File: config.mk
export PLATFORM = sky130hd
export DESIGN_NAME = utf16_to_utf8_transcoder
export DESIGN_NICKNAME = d
export VERILOG_FILES = /design/src/rtl/core/utt_pkg.sv /design/src/rtl/core/utt_front.sv /design/src/rtl/core/utt_queue.sv /design/src/rtl/core/utt_back.sv /design/src/rtl/core/utf16_to_utf8_transcoder.sv
export SDC_FILE = /design/constraint.sdc
export NUM_CORES = 1
export LEC_CHECK = 0
export BUFFER_PORTS_ARGS = -buffer_cell sky130_fd_sc_hd__buf_4
export CAP_MARGIN = 20
export CORE_ASPECT_RATIO = 0.5
export CORE_UTILIZATION = 62
export DETAILED_ROUTE_END_ITERATION = 6
export GPL_TIMING_DRIVEN = 0
export PLACE_DENSITY_LB_ADDON = 0.3
export RECOVER_POWER = 100
export SLEW_MARGIN = 20
export SYNTH_ARGS = -nofsm -noshare
export SYNTH_HDL_FRONTEND = slang
export SYNTH_SLANG_ARGS = --single-unit
File: constraint.sdc
create_clock -name aclk -period 6.43 [get_ports aclk]
set_clock_uncertainty 0.1 [all_clocks]
set_input_delay 0.3215 -clock aclk [delete_from_list [all_inputs] [get_ports aclk]]
set_output_delay 0.3215 -clock aclk [all_outputs]
set_load 0.02 [all_outputs]
File: src/rtl/core/utt_pkg.sv
// Shared types, constants and the UTF-8 encoding function for the UTF-16 to UTF-8 transcoder.
package utt_pkg;

    // Default depth of the job queue between the front and the back.
    localparam int QueueDepth = 2;

    // Most bytes that one code point yields, and most bytes that one word yields.
    localparam int CpBytes  = 4;
    localparam int JobBytes = 6;

    // Top six bits of a high and of a low surrogate.
    localparam logic [5:0] HighTag = 6'b110110;
    localparam logic [5:0] LowTag  = 6'b110111;

    // Offset added to a surrogate pair's payload.
    localparam logic [20:0] SuppBase = 21'h10000;

    // Range limits of the one-, two- and three-byte forms.
    localparam logic [20:0] Max1Byte = 21'h00007F;
    localparam logic [20:0] Max2Byte = 21'h0007FF;
    localparam logic [20:0] Max3Byte = 21'h00FFFF;

    // Lead byte prefixes and the continuation prefix.
    localparam logic [2:0] Lead2 = 3'b110;
    localparam logic [3:0] Lead3 = 4'b1110;
    localparam logic [4:0] Lead4 = 5'b11110;
    localparam logic [1:0] Cont  = 2'b10;

    // Bytes of one code point, lowest index first on the wire.
    typedef struct packed {
        logic [2:0]                 count;
        logic [CpBytes-1:0][7:0]    bytes;
    } enc_t;

    // Work handed from the front to the back: all bytes that one word causes.
    typedef struct packed {
        logic                       last;
        logic [2:0]                 count;
        logic [JobBytes-1:0][7:0]   bytes;
    } job_t;

    // Encodes one code point (up to 21 bits) as UTF-8.
    function automatic enc_t encode_cp(input logic [20:0] cp);
        enc_t e;
        e = '0;
        priority if (cp <= Max1Byte) begin
            e.bytes[0] = cp[7:0];
            e.count    = 3'd1;
        end else if (cp <= Max2Byte) begin
            e.bytes[0] = {Lead2, cp[10:6]};
            e.bytes[1] = {Cont, cp[5:0]};
            e.count    = 3'd2;
        end else if (cp <= Max3Byte) begin
            e.bytes[0] = {Lead3, cp[15:12]};
            e.bytes[1] = {Cont, cp[11:6]};
            e.bytes[2] = {Cont, cp[5:0]};
            e.count    = 3'd3;
        end else begin
            e.bytes[0] = {Lead4, cp[20:18]};
            e.bytes[1] = {Cont, cp[17:12]};
            e.bytes[2] = {Cont, cp[11:6]};
            e.bytes[3] = {Cont, cp[5:0]};
            e.count    = 3'd4;
        end
        return e;
    endfunction

endpackage

File: src/rtl/core/utt_front.sv
// Front end: accepts UTF-16 words, tracks a held high surrogate and builds byte jobs.
module utt_front (
    input  logic              aclk,
    input  logic              aresetn,
    input  logic              s_tvalid,
    output logic              s_tready,
    input  logic [15:0]       s_tdata,   // [15:0] code_unit
    input  logic              s_tlast,   // last_unit
    input  logic              q_full,
    output logic              q_push,
    output utt_pkg::job_t     q_job
);

    logic              held_valid_reg, held_valid_next;
    logic [9:0]        held_high_reg, held_high_next;
    logic              s_acc;
    logic              is_high, is_low;
    logic [20:0]       pair_cp;
    utt_pkg::enc_t     pre_enc, unit_enc, pair_enc;
    utt_pkg::job_t     job;

    assign s_tready = !q_full;
    assign s_acc    = s_tvalid && s_tready;

    // Classify the incoming word.
    assign is_high = (s_tdata[15:10] == utt_pkg::HighTag);
    assign is_low  = (s_tdata[15:10] == utt_pkg::LowTag);

    // The three possible encodings: held surrogate alone, current word, combined pair.
    assign pair_cp  = utt_pkg::SuppBase + {1'b0, held_high_reg, s_tdata[9:0]};
    assign pre_enc  = utt_pkg::encode_cp({5'd0, utt_pkg::HighTag, held_high_reg});
    assign unit_enc = utt_pkg::encode_cp({5'd0, s_tdata});
    assign pair_enc = utt_pkg::encode_cp(pair_cp);

    // Assemble the job and the next held state.
    always_comb begin
        job             = '0;
        job.last        = s_tlast;
        held_valid_next = 1'b0;
        held_high_next  = '0;
        if (held_valid_reg && is_low) begin
            job.bytes[utt_pkg::CpBytes-1:0] = pair_enc.bytes;
            job.count                       = pair_enc.count;
        end else begin
            if (held_valid_reg) begin
                job.bytes[2:0] = pre_enc.bytes[2:0];
                job.count      = 3'd3;
            end
            if (is_high && !s_tlast) begin
                held_valid_next = 1'b1;
                held_high_next  = s_tdata[9:0];
            end else begin
                if (held_valid_reg) begin
                    // A single word never needs more than three bytes.
                    for (int i = 0; i < 3; i++) begin
                        job.bytes[i+3] = unit_enc.bytes[i];
                    end
                end else begin
                    job.bytes[utt_pkg::CpBytes-1:0] = unit_enc.bytes;
                end
                job.count = job.count + unit_enc.count;
            end
        end
    end

    assign q_job  = job;
    assign q_push = s_acc && (job.count != 3'd0);

    // Held surrogate state.
    always_ff @(posedge aclk) begin
        if (!aresetn) begin
            held_valid_reg <= 1'b0;
            held_high_reg  <= '0;
        end else if (s_acc) begin
            held_valid_reg <= held_valid_next;
            held_high_reg  <= held_high_next;
        end
    end

endmodule

File: src/rtl/core/utt_queue.sv
// Short job queue that decouples the front end from the byte serializer.
module utt_queue #(
    parameter int DEPTH = utt_pkg::QueueDepth
) (
    input  logic              aclk,
    input  logic              aresetn,
    input  logic              push,
    input  utt_pkg::job_t     push_job,
    output logic              full,
    input  logic              pop,
    output logic              valid,
    output utt_pkg::job_t     pop_job
);

    localparam int PtrW = (DEPTH > 1) ? $clog2(DEPTH) : 1;
    localparam int CntW = $clog2(DEPTH + 1);
    localparam logic [PtrW-1:0] LastPtr = PtrW'(DEPTH - 1);
    localparam logic [CntW-1:0] FullCnt = CntW'(DEPTH);

    utt_pkg::job_t      mem [DEPTH];
    logic [PtrW-1:0]    wr_ptr_reg, wr_ptr_next;
    logic [PtrW-1:0]    rd_ptr_reg, rd_ptr_next;
    logic [CntW-1:0]    count_reg, count_next;
    logic               do_push, do_pop;

    assign full    = (count_reg == FullCnt);
    assign valid   = (count_reg != '0);
    assign do_push = push && !full;
    assign do_pop  = pop && valid;
    assign pop_job = mem[rd_ptr_reg];

    // Pointer and fill count updates.
    always_comb begin
        wr_ptr_next = wr_ptr_reg;
        rd_ptr_next = rd_ptr_reg;
        count_next  = count_reg;
        if (do_push) begin
            wr_ptr_next = (wr_ptr_reg == LastPtr) ? '0 : wr_ptr_reg + 1'b1;
        end
        if (do_pop) begin
            rd_ptr_next = (rd_ptr_reg == LastPtr) ? '0 : rd_ptr_reg + 1'b1;
        end
        if (do_push && !do_pop) begin
            count_next = count_reg + 1'b1;
        end else if (do_pop && !do_push) begin
            count_next = count_reg - 1'b1;
        end
    end

    always_ff @(posedge aclk) begin
        if (!aresetn) begin
            wr_ptr_reg <= '0;
            rd_ptr_reg <= '0;
            count_reg  <= '0;
        end else begin
            wr_ptr_reg <= wr_ptr_next;
            rd_ptr_reg <= rd_ptr_next;
            count_reg  <= count_next;
        end
    end

    // Job storage.
    always_ff @(posedge aclk) begin
        if (do_push) begin
            mem[wr_ptr_reg] <= push_job;
        end
    end

endmodule

File: src/rtl/core/utt_back.sv
// Back end: sends the bytes of each job one word per cycle on the output stream while the receiver is ready.
module utt_back (
    input  logic              aclk,
    input  logic              aresetn,
    input  logic              q_valid,
    input  utt_pkg::job_t     q_job,
    output logic              q_pop,
    output logic              m_tvalid,
    input  logic              m_tready,
    output logic [7:0]        m_tdata,   // [7:0] out_byte
    output logic              m_tlast,   // run_end
    output logic              m_tuser    // string_end
);

    logic              busy_reg, busy_next;
    logic [2:0]        idx_reg, idx_next;
    utt_pkg::job_t     job_reg;
    logic              m_acc, is_final, done;

    assign m_acc    = m_tvalid && m_tready;
    assign is_final = (idx_reg == (job_reg.count - 3'd1));
    assign done     = m_acc && is_final;
    assign q_pop    = q_valid && (!busy_reg || done);

    // Output word comes straight from the job register.
    assign m_tvalid = busy_reg;
    assign m_tdata  = job_reg.bytes[idx_reg];
    assign m_tlast  = is_final;
    assign m_tuser  = is_final && job_reg.last;

    // Byte index and busy flag.
    always_comb begin
        busy_next = busy_reg;
        idx_next  = idx_reg;
        if (q_pop) begin
            busy_next = 1'b1;
            idx_next  = '0;
        end else if (done) begin
            busy_next = 1'b0;
        end else if (m_acc) begin
            idx_next  = idx_reg + 3'd1;
        end
    end

    always_ff @(posedge aclk) begin
        if (!aresetn) begin
            busy_reg <= 1'b0;
            idx_reg  <= '0;
        end else begin
            busy_reg <= busy_next;
            idx_reg  <= idx_next;
        end
    end

    // Load the next job when idle or when the current one is finished.
    always_ff @(posedge aclk) begin
        if (q_pop) begin
            job_reg <= q_job;
        end
    end

endmodule

File: src/rtl/core/utf16_to_utf8_transcoder.sv
// Top level of the UTF-16 to UTF-8 transcoder.
//
// Input stream (s_): one UTF-16 code unit per word in s_tdata, s_tlast marks
// the last unit of a string. Output stream (m_): one UTF-8 byte per word in
// m_tdata, m_tlast marks the last byte caused by one input word, and m_tuser
// marks the final byte of the whole string.
// A high surrogate that is not last is held and yields no output by itself;
// it goes out with the next word's bytes, or alone if that word is held too.
// The first byte of a word passes through the job queue and the serializer's
// job register before it appears. The serializer sends one byte per cycle while
// the receiver is ready, and a job holds one to six bytes (four for a surrogate
// pair); the front end takes a word every cycle while the job queue has room.
// When the receiver stalls, the current byte holds and the queue fills; then
// s_tready drops.
// Reset clears the held surrogate, the queue and the serializer; no output
// is valid in the cycle after reset.
module utf16_to_utf8_transcoder #(
    parameter int QUEUE_DEPTH = utt_pkg::QueueDepth
) (
    input  logic              aclk,
    input  logic              aresetn,
    input  logic              s_tvalid,
    output logic              s_tready,
    input  logic [15:0]       s_tdata,   // [15:0] code_unit
    input  logic              s_tlast,   // last_unit
    output logic              m_tvalid,
    input  logic              m_tready,
    output logic [7:0]        m_tdata,   // [7:0] out_byte
    output logic              m_tlast,   // run_end
    output logic              m_tuser    // string_end
);

    logic              q_full, q_push, q_pop, q_valid;
    utt_pkg::job_t     push_job, pop_job;

    utt_front u_front (
        .aclk     (aclk),
        .aresetn  (aresetn),
        .s_tvalid (s_tvalid),
        .s_tready (s_tready),
        .s_tdata  (s_tdata),
        .s_tlast  (s_tlast),
        .q_full   (q_full),
        .q_push   (q_push),
        .q_job    (push_job)
    );

    utt_queue #(
        .DEPTH (QUEUE_DEPTH)
    ) u_queue (
        .aclk     (aclk),
        .aresetn  (aresetn),
        .push     (q_push),
        .push_job (push_job),
        .full     (q_full),
        .pop      (q_pop),
        .valid    (q_valid),
        .pop_job  (pop_job)
    );

    utt_back u_back (
        .aclk     (aclk),
        .aresetn  (aresetn),
        .q_valid  (q_valid),
        .q_job    (pop_job),
        .q_pop    (q_pop),
        .m_tvalid (m_tvalid),
        .m_tready (m_tready),
        .m_tdata  (m_tdata),
        .m_tlast  (m_tlast),
        .m_tuser  (m_tuser)
    );

endmodule

# Word level (Yosys, flattened, before mapping)
# Memory sizes are Yosys's and may differ from the RTL's. A register that Yosys moved wholly into a read port is not among the register bits.
# Index checks and enable logic that the tools add are counted.
# classes
addsub	8
multipliers	0
div	0
n_lt_le_gt_ge	6
eq_ne	4
shifts	0
mux	41
n_bitwise	2
reduce_logical	24
# op_table
operator	count
$mux 24	6
$mux 16	5
$mux 51	1
$mux 8	6
$mux 32	1
$bmux 8 s3	1
$mux 22	1
$add 17x20->21 const A	1
$le 21x11->1 const B	1
$le 21x16->1 const B	1
$le 21x7->1 const B	1
$mux 10	2
$le 16x11->1 const B	1
$le 16x7->1 const B	1
$mux 3	5
$eq 6x6->1 const B	2
$logic_and 1x1->1	12
$mux 1	9
$mux 2	4
$reduce_bool 2->1	3
$logic_not 1->1	5
$lt 3x4->1 const B	1
$add 3x1->3 const B	1
$add 3x2->3	1
11 further kinds	13
# word_totals
register_bits	19
latchBits	0
mem_bits_rw	104
rom_bits	0
input_bits	21
output_inout_bits	12
wordCells	93
memories	1
# memory_table
memory	depth	width	read_ports	rd_ports_with_merged_regs	wr	line	rtl
u_queue.mem	2	52	1	1	1	utt_queue.sv:20	utt_pkg::job_t mem [DEPTH];

# Logic depth before layout (Yosys ltp)
# Gate-level depths: netlist of the first run.
# logic_depth
depth_word	15
ltp_mapped	14
depth_no_buf	13

# By module
# Synthesis of the first run repeated with hierarchy kept, for this count alone.
# unflattened
cells_unflattened	600
hier_area_um2	8254.2
# modules_own_cells
mod	n_inst	cells_each	area_each_um2	seq_area_each_um2
utt_queue	1	187	3987.6	3223.1
utt_back	1	124	2274.7	1641.6
utt_front	1	289	1991.9	220.2

# Least setup slack after synthesis of the first run
# OpenSTA, ideal clock, no wires.
# synth_path
kind	input-to-reg
startpoint	in s_tdata[10]
endpoint	mem u_queue.mem[0][0] (netlist bit) (enable)
setup_ps	461
arrival_time_ps	4778
required_time_ps	5869
setup_slack_ps	1091
path_stages	10
n_path_buf	1
path_cell_list	clkbuf_1 -> nor4_1 -> nand2_1 -> inv_1 -> ha_1 -> xor2_1 -> nand3b_1 -> a21oi_1 -> a211oi_1 -> nor2b_1
# synth_between
elab_chain_cells	11
word_cells_on_any_way	16
classes_between	add/sub (1); order compare (2); eq/ne (2); mux (6); reduce/logical (5)
# synth_rtl
item	line	rtl
start: declaration	utf16_to_utf8_transcoder.sv:24	input logic [15:0] s_tdata,
$le 16x11->1	utt_pkg.sv:49	end else if (cp <= Max2Byte) begin
$mux 1	utt_pkg.sv:49	
$mux 2	utt_pkg.sv:46	priority if (cp <= Max1Byte) begin
$add 3x2->3	utt_front.sv:61	job.count = job.count + unit_enc.count;
$mux 51	utt_front.sv:49	if (is_high && !s_tlast) begin
$mux 3 *	utt_front.sv:41	if (held_valid_reg && is_low) begin
$reduce_bool 3->1 *	utt_front.sv:67	assign q_push = s_acc && (job.count != 3'd0);
$logic_and 1x1->1 *	utt_front.sv:67	
$logic_and 1x1->1 *	utt_queue.sv:28	assign do_push = push && !full;
via u_queue.do_push	utt_queue.sv:24	logic do_push, do_pop;
$mux 1 *	utt_queue.sv:64	if (do_push) begin
$mux 1 (not written as such) *	utt_queue.sv:65	mem[wr_ptr_reg] <= push_job;
end: declaration	utt_queue.sv:20	
# Mark *: on every way through the listed nets, which the timed path passes. The rest lies on a longest branch.

# Worst setup path in the final report of the first run
# layout_path
startpoint	reg u_back.idx_reg[0]
endpoint	reg u_back.job_reg[5] (netlist name)
# layout_between
elab_chain_cells	4
# layout_rtl
item	line	rtl
start: declaration	utt_back.sv:16	logic [2:0] idx_reg, idx_next;
start signal: assignment	utt_back.sv:51	idx_reg <= idx_next;
$eq 3x3->1	utt_back.sv:21	assign is_final = (idx_reg == (job_reg.count - 3'd1));
$logic_and 1x1->1	utt_back.sv:22	assign done = m_acc && is_final;
$logic_or 1x1->1	utt_back.sv:23	assign q_pop = q_valid && (!busy_reg || done);
$logic_and 1x1->1	utt_back.sv:23	
via q_pop	utf16_to_utf8_transcoder.sv:33	logic q_full, q_push, q_pop, q_valid;
# The timed path passes the listed nets, and every way through them passes these cells.
# A chain may end at the register's enable or synchronous reset.

==> results.yml, run 1 <==
outcome:
  run_status: "finished, violations left"
  violations: "max-capacitance violations, max-slew violations"
routing:
  drt_first_pass_iters: 5
  wl_per_cell_um: 23.68
  detail-route-antenna-nets: 0
  routed-via-count: 5215
  drc_errors: 0
  viasPerCell: 6.519
  dr.first_iter.drc_count: 786
  finalWirelength_um: 18940
placement:
  pre_cts_slack_ns: 2.066
  place_inst: 767
  port_buffers: 22
  gp_congestion: 1.004
  dp_hpwl_um: 12890
timing:
  setup-violations-final: 0
  max_clock_freq_ghz: 0.2019
  tightestPinTransition_ns: 1.830
  min_period_over_period_pct: 77.02
  tns_ns: 0
  worst_slack_ns: 1.478
  slew_violations: 34
  rsz0062_at_grt: "no"
  slew_headroom_pct: -22.00
  post-route-min-period_ns: 4.952
  hold_viol: 0
worst_setup_path:
  crit_path_start: "u_back.idx_reg[0]$_SDFFE_PP0P_"
  crit_type: "flip-flop to flip-flop"
  cp_max_fo: 33
  required_ns: 6.35
  timing.rr.start: "u_back.idx_reg[0]$_SDFFE_PP0P_"
  worstPathArrival_ns: 4.87
  endpoint_kind: "flip-flop"
  start_kind: "flip-flop"
floorplan:
  rows: 28
  initial_core_util_pct: 64.28
  design.core.area_sq_um: 11910
  die_x_um: 159.2
  dieArea_sq_um: 12820
  num_io_pins: 33
  die_y_um: 80.58
synthesis:
  synth_edf_count: 144
  synth_ff_type: "edfxtp_1"
  syn_inst: 577
  synthesis.area_sq_um: 7656
  ys_warn_count: 0
  postSynthAreaPerCell_sq_um: 13.27
  ys_types: 71
  synth_seq_cells: 163
  ys_seq_area_share_pct: 61.45
  syn-num-nets: 607
  async_flop_share_pct: 0
clocking:
  clkTransAtPathRegs_ns: 0.07
  root_buffer: "clkbuf_16"
  post_cts_resized: 0
  htree_levels: 4
  cts_tree: "built"
  cts_buffer_depth: 2
  clock_latency_ns: 0.44
  clock-sinks: 163
  numCtsBuffers: 17
  cts_setup_buffers: 0
flow_run:
  maxCapViolations: 2
layout:
  largest_reg_flops: 96
  fin_cells: 800
  num-nets-final: 652
  drive_above_1_share_pct: 17.80
  n_antenna_cell: 0
  syn_to_final_growth_pct: 12.27
grt:
  grt_pass1_vias: 4803
  grt_pass1_wl_um: 28720
  grt-ovfl-total: 0
  grt_max_degree: 49
  antenna_found_initial: 1
  grtUsageTotal_pct: 31.44
power_and_ir_drop:
  leakagePower_nw: 2.891
  powerDensity_nw_per_um2: 370.2
  peakVddDrop_uv: 227.6
  fin_total_pwr_mw: 3.182
hold_path:
  hold_class: "input pin to flip-flop"
  min_from: "aresetn"
-- per-stage QoR --
step                      hold WS [ns]  utilization (%)  area, sq um
after global placement          0.4107            67.40         8028
after global routing           0.09121            72.16         8596
final                          0.08776            72.16         8596
after CTS                      0.08387            72.97         8692
after detailed placement        0.4279            68.05         8105
after floorplan                 0.3204                -         7656
-- timing repair --
| action | in CTS | in global routing |
|---|---|---|
| setup endpoints to repair | 0 | 0 |
| hold buffers | 1 | 0 |
| endpoints found under the hold margin | 2 | 0 |
-- cell families (layout without fill, tap and decap cells) --
family                   Yosys count  after routing  synth area share, %
multiplexers                      63             63                10.17
XOR/XNOR                          10             10                1.340
buffers and inverters             55            113                3.056
adder cells (fa/ha/maj)            9              9                1.471
AND/OR/NAND/NOR                  153            153                10.33
flip-flops                       163            163                61.45
AO/OA/AOI/OAI                    124            124                12.19
-- report_power, final --
part | total [mW] | switching [mW] | internal [mW]
clock network | 0.978 | 0.463 | 0.516
logic | 0.689 | 0.414 | 0.276
registers | 1.51 | 0.0690 | 1.45
total | 3.18 | 0.945 | 2.24
-- final timing paths --
kind         slack (ns)  depth (start not counted)                                    end
min                0.09                          2  u_front.held_high_reg[9]$_SDFFE_PN0P_
max reg2reg        1.48                          8            u_back.job_reg[5]$_DFFE_PP_
min reg2reg        0.44                          2      u_queue.count_reg[1]$_SDFFE_PN0P_
max                1.48                          8            u_back.job_reg[5]$_DFFE_PP_
-- layer usage --
metal / part of all wire [%] / vias to the layer above / track usage [%]
met5: 0 / - / 0
met4: 1.4 / 0 / 7.885
met3: 11 / 32 / 8.884
met2: 43 / 325 / 45.48
met1: 45 / 2566 / 46.43
li1: - / 2292 / -
-- synth_stat cells, types with 8 or more instances --
cell type | count | area [sq um]
edfxtp_1 | 144 | 4324
mux2_2 | 48 | 540.5
nand2_1 | 39 | 146.4
nor2_1 | 37 | 138.9
and2_1 | 21 | 131.4
inv_1 | 21 | 78.83
dfxtp_1 | 19 | 380.4
nand3_1 | 19 | 95.09
a21oi_1 | 18 | 90.09
clkbuf_1 | 15 | 56.30
a21boi_0 | 13 | 97.59
o21ai_0 | 13 | 65.06
buf_2 | 9 | 45.04
ha_1 | 9 | 112.6
mux2i_1 | 8 | 80.08
o21a_1 | 8 | 60.06
o22ai_1 | 8 | 50.05
-- layout make-up --
class,instances,area [sq um]
plain buffers,34,142.6
flip-flops and latches,163,4705
repair buffers,26,188.9
fillers,802,3316
well taps,165,206.4
inverters,21,78.83
multi-input cells,359,2698
clock inverters,14,147.6
clock buffers,18,429.2
-- worst max-delay path, cell delays in order, from the launching register on --
cell	delay [ns]
dfxtp_1	0.37
clkbuf_1	0.62
xnor2_1	0.19
nor3_1	0.64
a21boi_0	0.23
or2_2	0.33
clkbuf_1	0.14
inv_1	0.52
clkbuf_1	1.38
-- layout by cell type (no fill, tap or decap), types with 11 or more instances in the layout --
cell type,instances
edfxtp_1,144
o21ai_0,15
dfxtp_1,19
clkbuf_16,17
nand2_1,39
buf_4,13
mux2_2,42
clkbuf_1,35
nor2_1,37
and2_1,11
nand3_1,19
a21oi_1,19
inv_1,21
a21boi_0,13
No activity file was read; power rests on OpenSTA's default activity.
==> inputs of run 2 (changes only) <==
clock period = 4.9 ns   (was 6.43 ns; I/O delays follow)
==> run 2 against run 1 <==
  * The flow now finishes without violations
  * Critical path depth is the same
  * Core utilization grew 0.25 points
  * Cell area grew 0.35%
  * Largest power group unchanged
==> results.yml, run 2 (synthesis gave the netlist of run 1 again) <==
worst_setup_path:
  required_ns: 4.85
  start_kind: "flip-flop"
  slowest_stage: "clkbuf_2"
  r2r_cells: 8
  endpoint_kind: "flip-flop"
  cpMostUsedCell: "clkbuf_1"
  worstPathArrival_ns: 4.31
  cp_max_fo: 32
  reg2reg_setup_slack_ns: 0.54
  cpPeakStageDelay_ns: 0.75
  cp_cell_sequence: "clkbuf_1 -> xnor2_1 -> nor3_1 -> a21boi_0 -> or2_2 -> clkbuf_1 -> inv_1 -> clkbuf_2"
  crit_type: "flip-flop to flip-flop"
clocking:
  numCtsBuffers: 17
  clkTransAtPathRegs_ns: 0.07
  cts_tree: "built"
  clock-sinks: 163
  cts_setup_buffers: 0
  cts_buffer_depth: 2
  root_buffer: "clkbuf_16"
  htree_levels: 4
  clock_latency_ns: 0.43
grt:
  met3_usage_pct: 6.973
  grt_pass1_vias: 4747
  grt-ovfl-total: 0
  use_met2_pct: 46.32
  antenna_found_initial: 0
  grtUsageTotal_pct: 31.12
  met1_usage_pct: 45.96
  grt_max_degree: 49
  grt-busiest-layer: "met2"
  grt_pass1_wl_um: 28480
layout:
  final_util_pct: 72.42
  drive_above_1_share_pct: 17.80
  syn_to_final_growth_pct: 12.67
  n_antenna_cell: 0
  layout_common_cells: "edfxtp_1, mux2_2, nand2_1, nor2_1, clkbuf_1"
  final_common_cell: "edfxtp_1"
  register_area_sq_um: 4705
  multi_input_area_sq_um: 2704
  num-nets-final: 652
  final_area_sq_um: 8626
  n_fill_cell: 787
  largest_reg_flops: 96
timing:
  post-route-min-period_ns: 4.358
  slew_headroom_pct: 4.601
  whs_ns: 0.02545
  slew_violations: 0
  setup-violations-final: 0
  tightestPinTransition_ns: 1.416
  min_period_over_period_pct: 88.93
  hold_viol: 0
  rsz0062_at_grt: "no"
  max_clock_freq_ghz: 0.2295
  worst_slack_ns: 0.5422
outcome:
  run_status: "finished clean"
routing:
  dr.first_iter.drc_count: 627
  drt_first_pass_iters: 6
  wl_per_cell_um: 23.61
  viasPerCell: 6.461
  finalWirelength_um: 18890
  routed-via-count: 5169
  drc_errors: 0
  detail-route-antenna-nets: 0
power_and_ir_drop:
  leakagePower_nw: 2.921
  fin_total_pwr_mw: 4.232
  peakVddDrop_uv: 288.9
  powerDensity_nw_per_um2: 490.6
placement:
  gp_congestion: 0.9533
  placed_area_sq_um: 8100
  pre_cts_slack_ns: 0.3028
  port_buffers: 22
  dp_hpwl_um: 12900
floorplan:
  die_y_um: 80.58
  initial_core_util_pct: 64.28
  num_io_pins: 33
  die_x_um: 159.2
  design.core.area_sq_um: 11910
  rows: 28
  dieArea_sq_um: 12820
hold_path:
  worstHoldPathCells: 2
  hold_class: "input pin to flip-flop"
flow_run:
  maxCapViolations: 0
==> run 2: cell types whose count changed in the layout (fill, tap and decap cells not counted), moves of 2 or more <==
cell and delta:
mux2_1 +2, mux2_2 -2, clkbuf_1 -2, inv_6 +4, clkinvlp_4 -3
==> run 2: layout make-up <==
cell class	count	area share, %
buffer	34	1.654
clock buffer	17	4.932
clock inverter	15	2.074
inverter	21	0.9138
multi-input combinational	359	31.35
sequential	163	54.54
tap	165	2.393
timing repair buffer	26	2.147
==> run 2: through the flow <==
stage,TNS [ns],instances
floorplan,0,577
global placement,-61.03,764
detailed placement,0,767
CTS,0,800
global route,0,800
finish,0,800
==> run 2: repair_timing <==
action,4_1_cts,5_1_grt
hold buffers,1,0
endpoints found under the hold margin,2,0
endpoints found under the setup margin,0,0
gates resized for setup,0,0
==> run 2: path summary, 6_finish.rpt <==
path                                     start                                    end
min reg2reg  u_queue.count_reg[1]$_SDFFE_PN0P_      u_queue.count_reg[1]$_SDFFE_PN0P_
min                                    aresetn  u_front.held_high_reg[1]$_SDFFE_PN0P_
max reg2reg     u_back.idx_reg[0]$_SDFFE_PP0P_           u_back.job_reg[18]$_DFFE_PP_
max             u_back.idx_reg[0]$_SDFFE_PP0P_           u_back.job_reg[18]$_DFFE_PP_
==> run 2: per-layer routing <==
metal	share of wire, %	wire length (um)
met5	0	0
met4	1.4	260
met3	11	2001
met2	43	8036
met1	45	8589
==> run 2: power breakdown <==
| part | total, mW | switching, mW | internal (mW) | leakage, nW |
|---|---|---|---|---|
| Clock | 1.34 | 0.612 | 0.733 | 0.294 |
| Combinational | 0.897 | 0.538 | 0.359 | 1.15 |
| Sequential | 1.99 | 0.0959 | 1.89 | 1.48 |
==> run 2: worst max-delay path: cells and delay by family (launching register included) <==
kind,cells,cell delay (ns)
buf+inv,4,2.13
flops,1,0.34
compound gates,1,0.23
xor+xnor,1,0.17
simple gates,2,0.98
==> inputs of run 3 (changes only) <==
--- a/config.mk
+++ b/config.mk
@@ -12,4 +12,5 @@
 export DETAILED_ROUTE_END_ITERATION = 6
 export GPL_TIMING_DRIVEN = 0
+export HOLD_SLACK_MARGIN = 0.03
 export PLACE_DENSITY_LB_ADDON = 0.3
 export RECOVER_POWER = 100
--- a/constraint.sdc
+++ b/constraint.sdc
@@ -3,3 +3,3 @@
 set_input_delay 0.245 -clock aclk [delete_from_list [all_inputs] [get_ports aclk]]
 set_output_delay 0.245 -clock aclk [all_outputs]
-set_load 0.02 [all_outputs]
+set_load 0.05 [all_outputs]
==> run 3 against run 2 <==
  * Cell count up 0.13%
  * Via count down 0.27%
  * Highest routed layer unchanged
  * Maximum frequency up 1.1%
  * Sequential power about the same
  * Non-clock buffer count up 1
==> results.yml, run 3 (synthesis gave the netlist of run 1 again) <==
layout:
  fin_cells: 801
  layout_common_cells: "edfxtp_1, mux2_2, nand2_1, nor2_1, clkbuf_1"
  n_antenna_cell: 0
  syn_to_final_growth_pct: 12.80
  largest_reg_flops: 96
  final_area_sq_um: 8636
  drive_above_1_share_pct: 17.77
  final_common_cell: "edfxtp_1"
  num-nets-final: 653
power_and_ir_drop:
  leakagePower_nw: 2.925
  power_frac_seq_pct: 46.1
  pwr-share-comb_pct: 22.8
  swShare_pct: 30.89
  power_switching_mw: 1.335
  powerDensity_nw_per_um2: 500.4
  clkPwrFrac_pct: 31.1
  peakVddDrop_uv: 327.2
  intPower_mw: 2.986
clocking:
  numCtsBuffers: 17
  clock-sinks: 163
  clkTransAtPathRegs_ns: 0.07
  root_buffer: "clkbuf_16"
  cts_tree: "built"
  clock_latency_ns: 0.43
  htree_levels: 4
  cts_buffer_depth: 2
worst_setup_path:
  slowest_stage: "clkbuf_2"
  worstPathArrival_ns: 4.26
  cpMostUsedCell: "clkbuf_1"
  cp.buffers_inverters: 4
  crit_path_start: "u_back.idx_reg[0]$_SDFFE_PP0P_"
  cp_cell_sequence: "clkbuf_1 -> xnor2_1 -> nor3_1 -> a21boi_0 -> or2_2 -> clkbuf_1 -> inv_1 -> clkbuf_2"
  cpPeakStageDelay_ns: 0.75
  cp_max_fo: 32
  required_ns: 4.85
  start_kind: "flip-flop"
  cp_top_family: "buffers and inverters"
  endpoint_kind: "flip-flop"
  timing.rr.start: "u_back.idx_reg[0]$_SDFFE_PP0P_"
  crit_type: "flip-flop to flip-flop"
timing:
  post-route-min-period_ns: 4.311
  slew_headroom_pct: 3.479
  min_period_over_period_pct: 87.97
  rsz0062_at_grt: "no"
  tightestPinTransition_ns: 1.433
  slew_violations: 0
  max_clock_freq_ghz: 0.2320
  hold_viol: 0
  setup-violations-final: 0
floorplan:
  die_x_um: 159.2
  die_y_um: 80.58
  initial_core_util_pct: 64.28
  rows: 28
  dieArea_sq_um: 12820
  num_io_pins: 33
  design.core.area_sq_um: 11910
placement:
  dp_hpwl_um: 12900
  gp_congestion: 0.9533
  placed_area_sq_um: 8100
  port_buffers: 22
  place_inst: 767
routing:
  finalWirelength_um: 18840
  routed-via-count: 5155
  drc_errors: 0
  viasPerCell: 6.436
  drt_first_pass_iters: 6
  dr.first_iter.drc_count: 655
  detail-route-antenna-nets: 0
  wl_per_cell_um: 23.52
grt:
  antenna_found_initial: 0
  grt_max_degree: 49
  grt_pass1_vias: 4753
  grt_pass1_wl_um: 28500
  grtUsageTotal_pct: 31.14
  grt-ovfl-total: 0
hold_path:
  hold_class: "input pin to flip-flop"
  min_from: "s_tvalid"
outcome:
  run_status: "finished clean"
flow_run:
  maxCapViolations: 0
## run 3: cell types whose count changed in the layout (fill, tap and decap cells not counted), sizes merged
cell | previous run | this run
dlygate4sd3 | 1 | 2
## run 3: repair_timing
| item | 4_1_cts | 5_1_grt |
|---|---|---|
| hold endpoints to repair | 6 | 0 |
| gates resized for setup | 0 | 0 |
| setup buffers | 0 | 0 |
| hold buffers | 2 | 0 |
## run 3: final timing paths
check / end / slack [ns] / cells past startpoint
worst max register to register: u_back.job_reg[18]$_DFFE_PP_ / 0.59 / 8
worst max-delay path: u_back.job_reg[18]$_DFFE_PP_ / 0.59 / 8
worst min-delay path: u_front.held_valid_reg$_SDFFE_PN0P_ / 0.08 / 4
worst min register to register: u_queue.count_reg[1]$_SDFFE_PN0P_ / 0.43 / 2
## run 3: layer usage
metal | global-route usage, % | vias to the layer above | part of all wire [%]
li1 | - | 2302 | -
met2 | 46.40 | 287 | 42
met5 | 0 | - | 0
met4 | 8.654 | 0 | 1.4
met1 | 45.96 | 2537 | 45
met3 | 6.973 | 29 | 11
## run 3: worst register-to-register path: stages (launching register included)
cell and delay (ns):
dfxtp_1 0.34, clkbuf_1 0.66, xnor2_1 0.16, nor3_1 0.64, a21boi_0 0.23, or2_2 0.33
clkbuf_1 0.15, inv_1 0.54, clkbuf_2 0.76
## run 3: final cells by class
class	instances	area, sq um
Timing Repair Buffer	27	195.2
Tap cell	165	206.4
Sequential cell	163	4705
Fill cell	787	3276
Clock inverter	15	178.9
Multi-Input combinational cell	359	2704
Clock buffer	17	425.4
Inverter	21	78.83
Buffer	34	142.6
## run 3: stage by stage
step                setup TNS, ns  power [mW]  util [%]  setup slack (ns)  hold slack [ns]
finish                          0       4.321     72.50            0.5893          0.07884
global route                    0       4.465     72.50            0.2616          0.09458
CTS                             0       4.381     73.25            0.7499          0.07416
detailed placement              0       3.037     68.00            0.3028           0.3793
global placement           -61.03       2.969     67.42           -0.7576           0.3802
floorplan                       0       2.702         -            0.5498           0.2439
## run 3: power by group through the flow
stage	clock [mW]	combinational, mW	sequential (mW)
floorplan	0	0.714	1.99
global placement	0	0.970	2.00
detailed placement	0	1.03	2.01
CTS	1.35	1.04	1.98
global route	1.41	1.04	2.01
finish	1.34	0.986	1.99
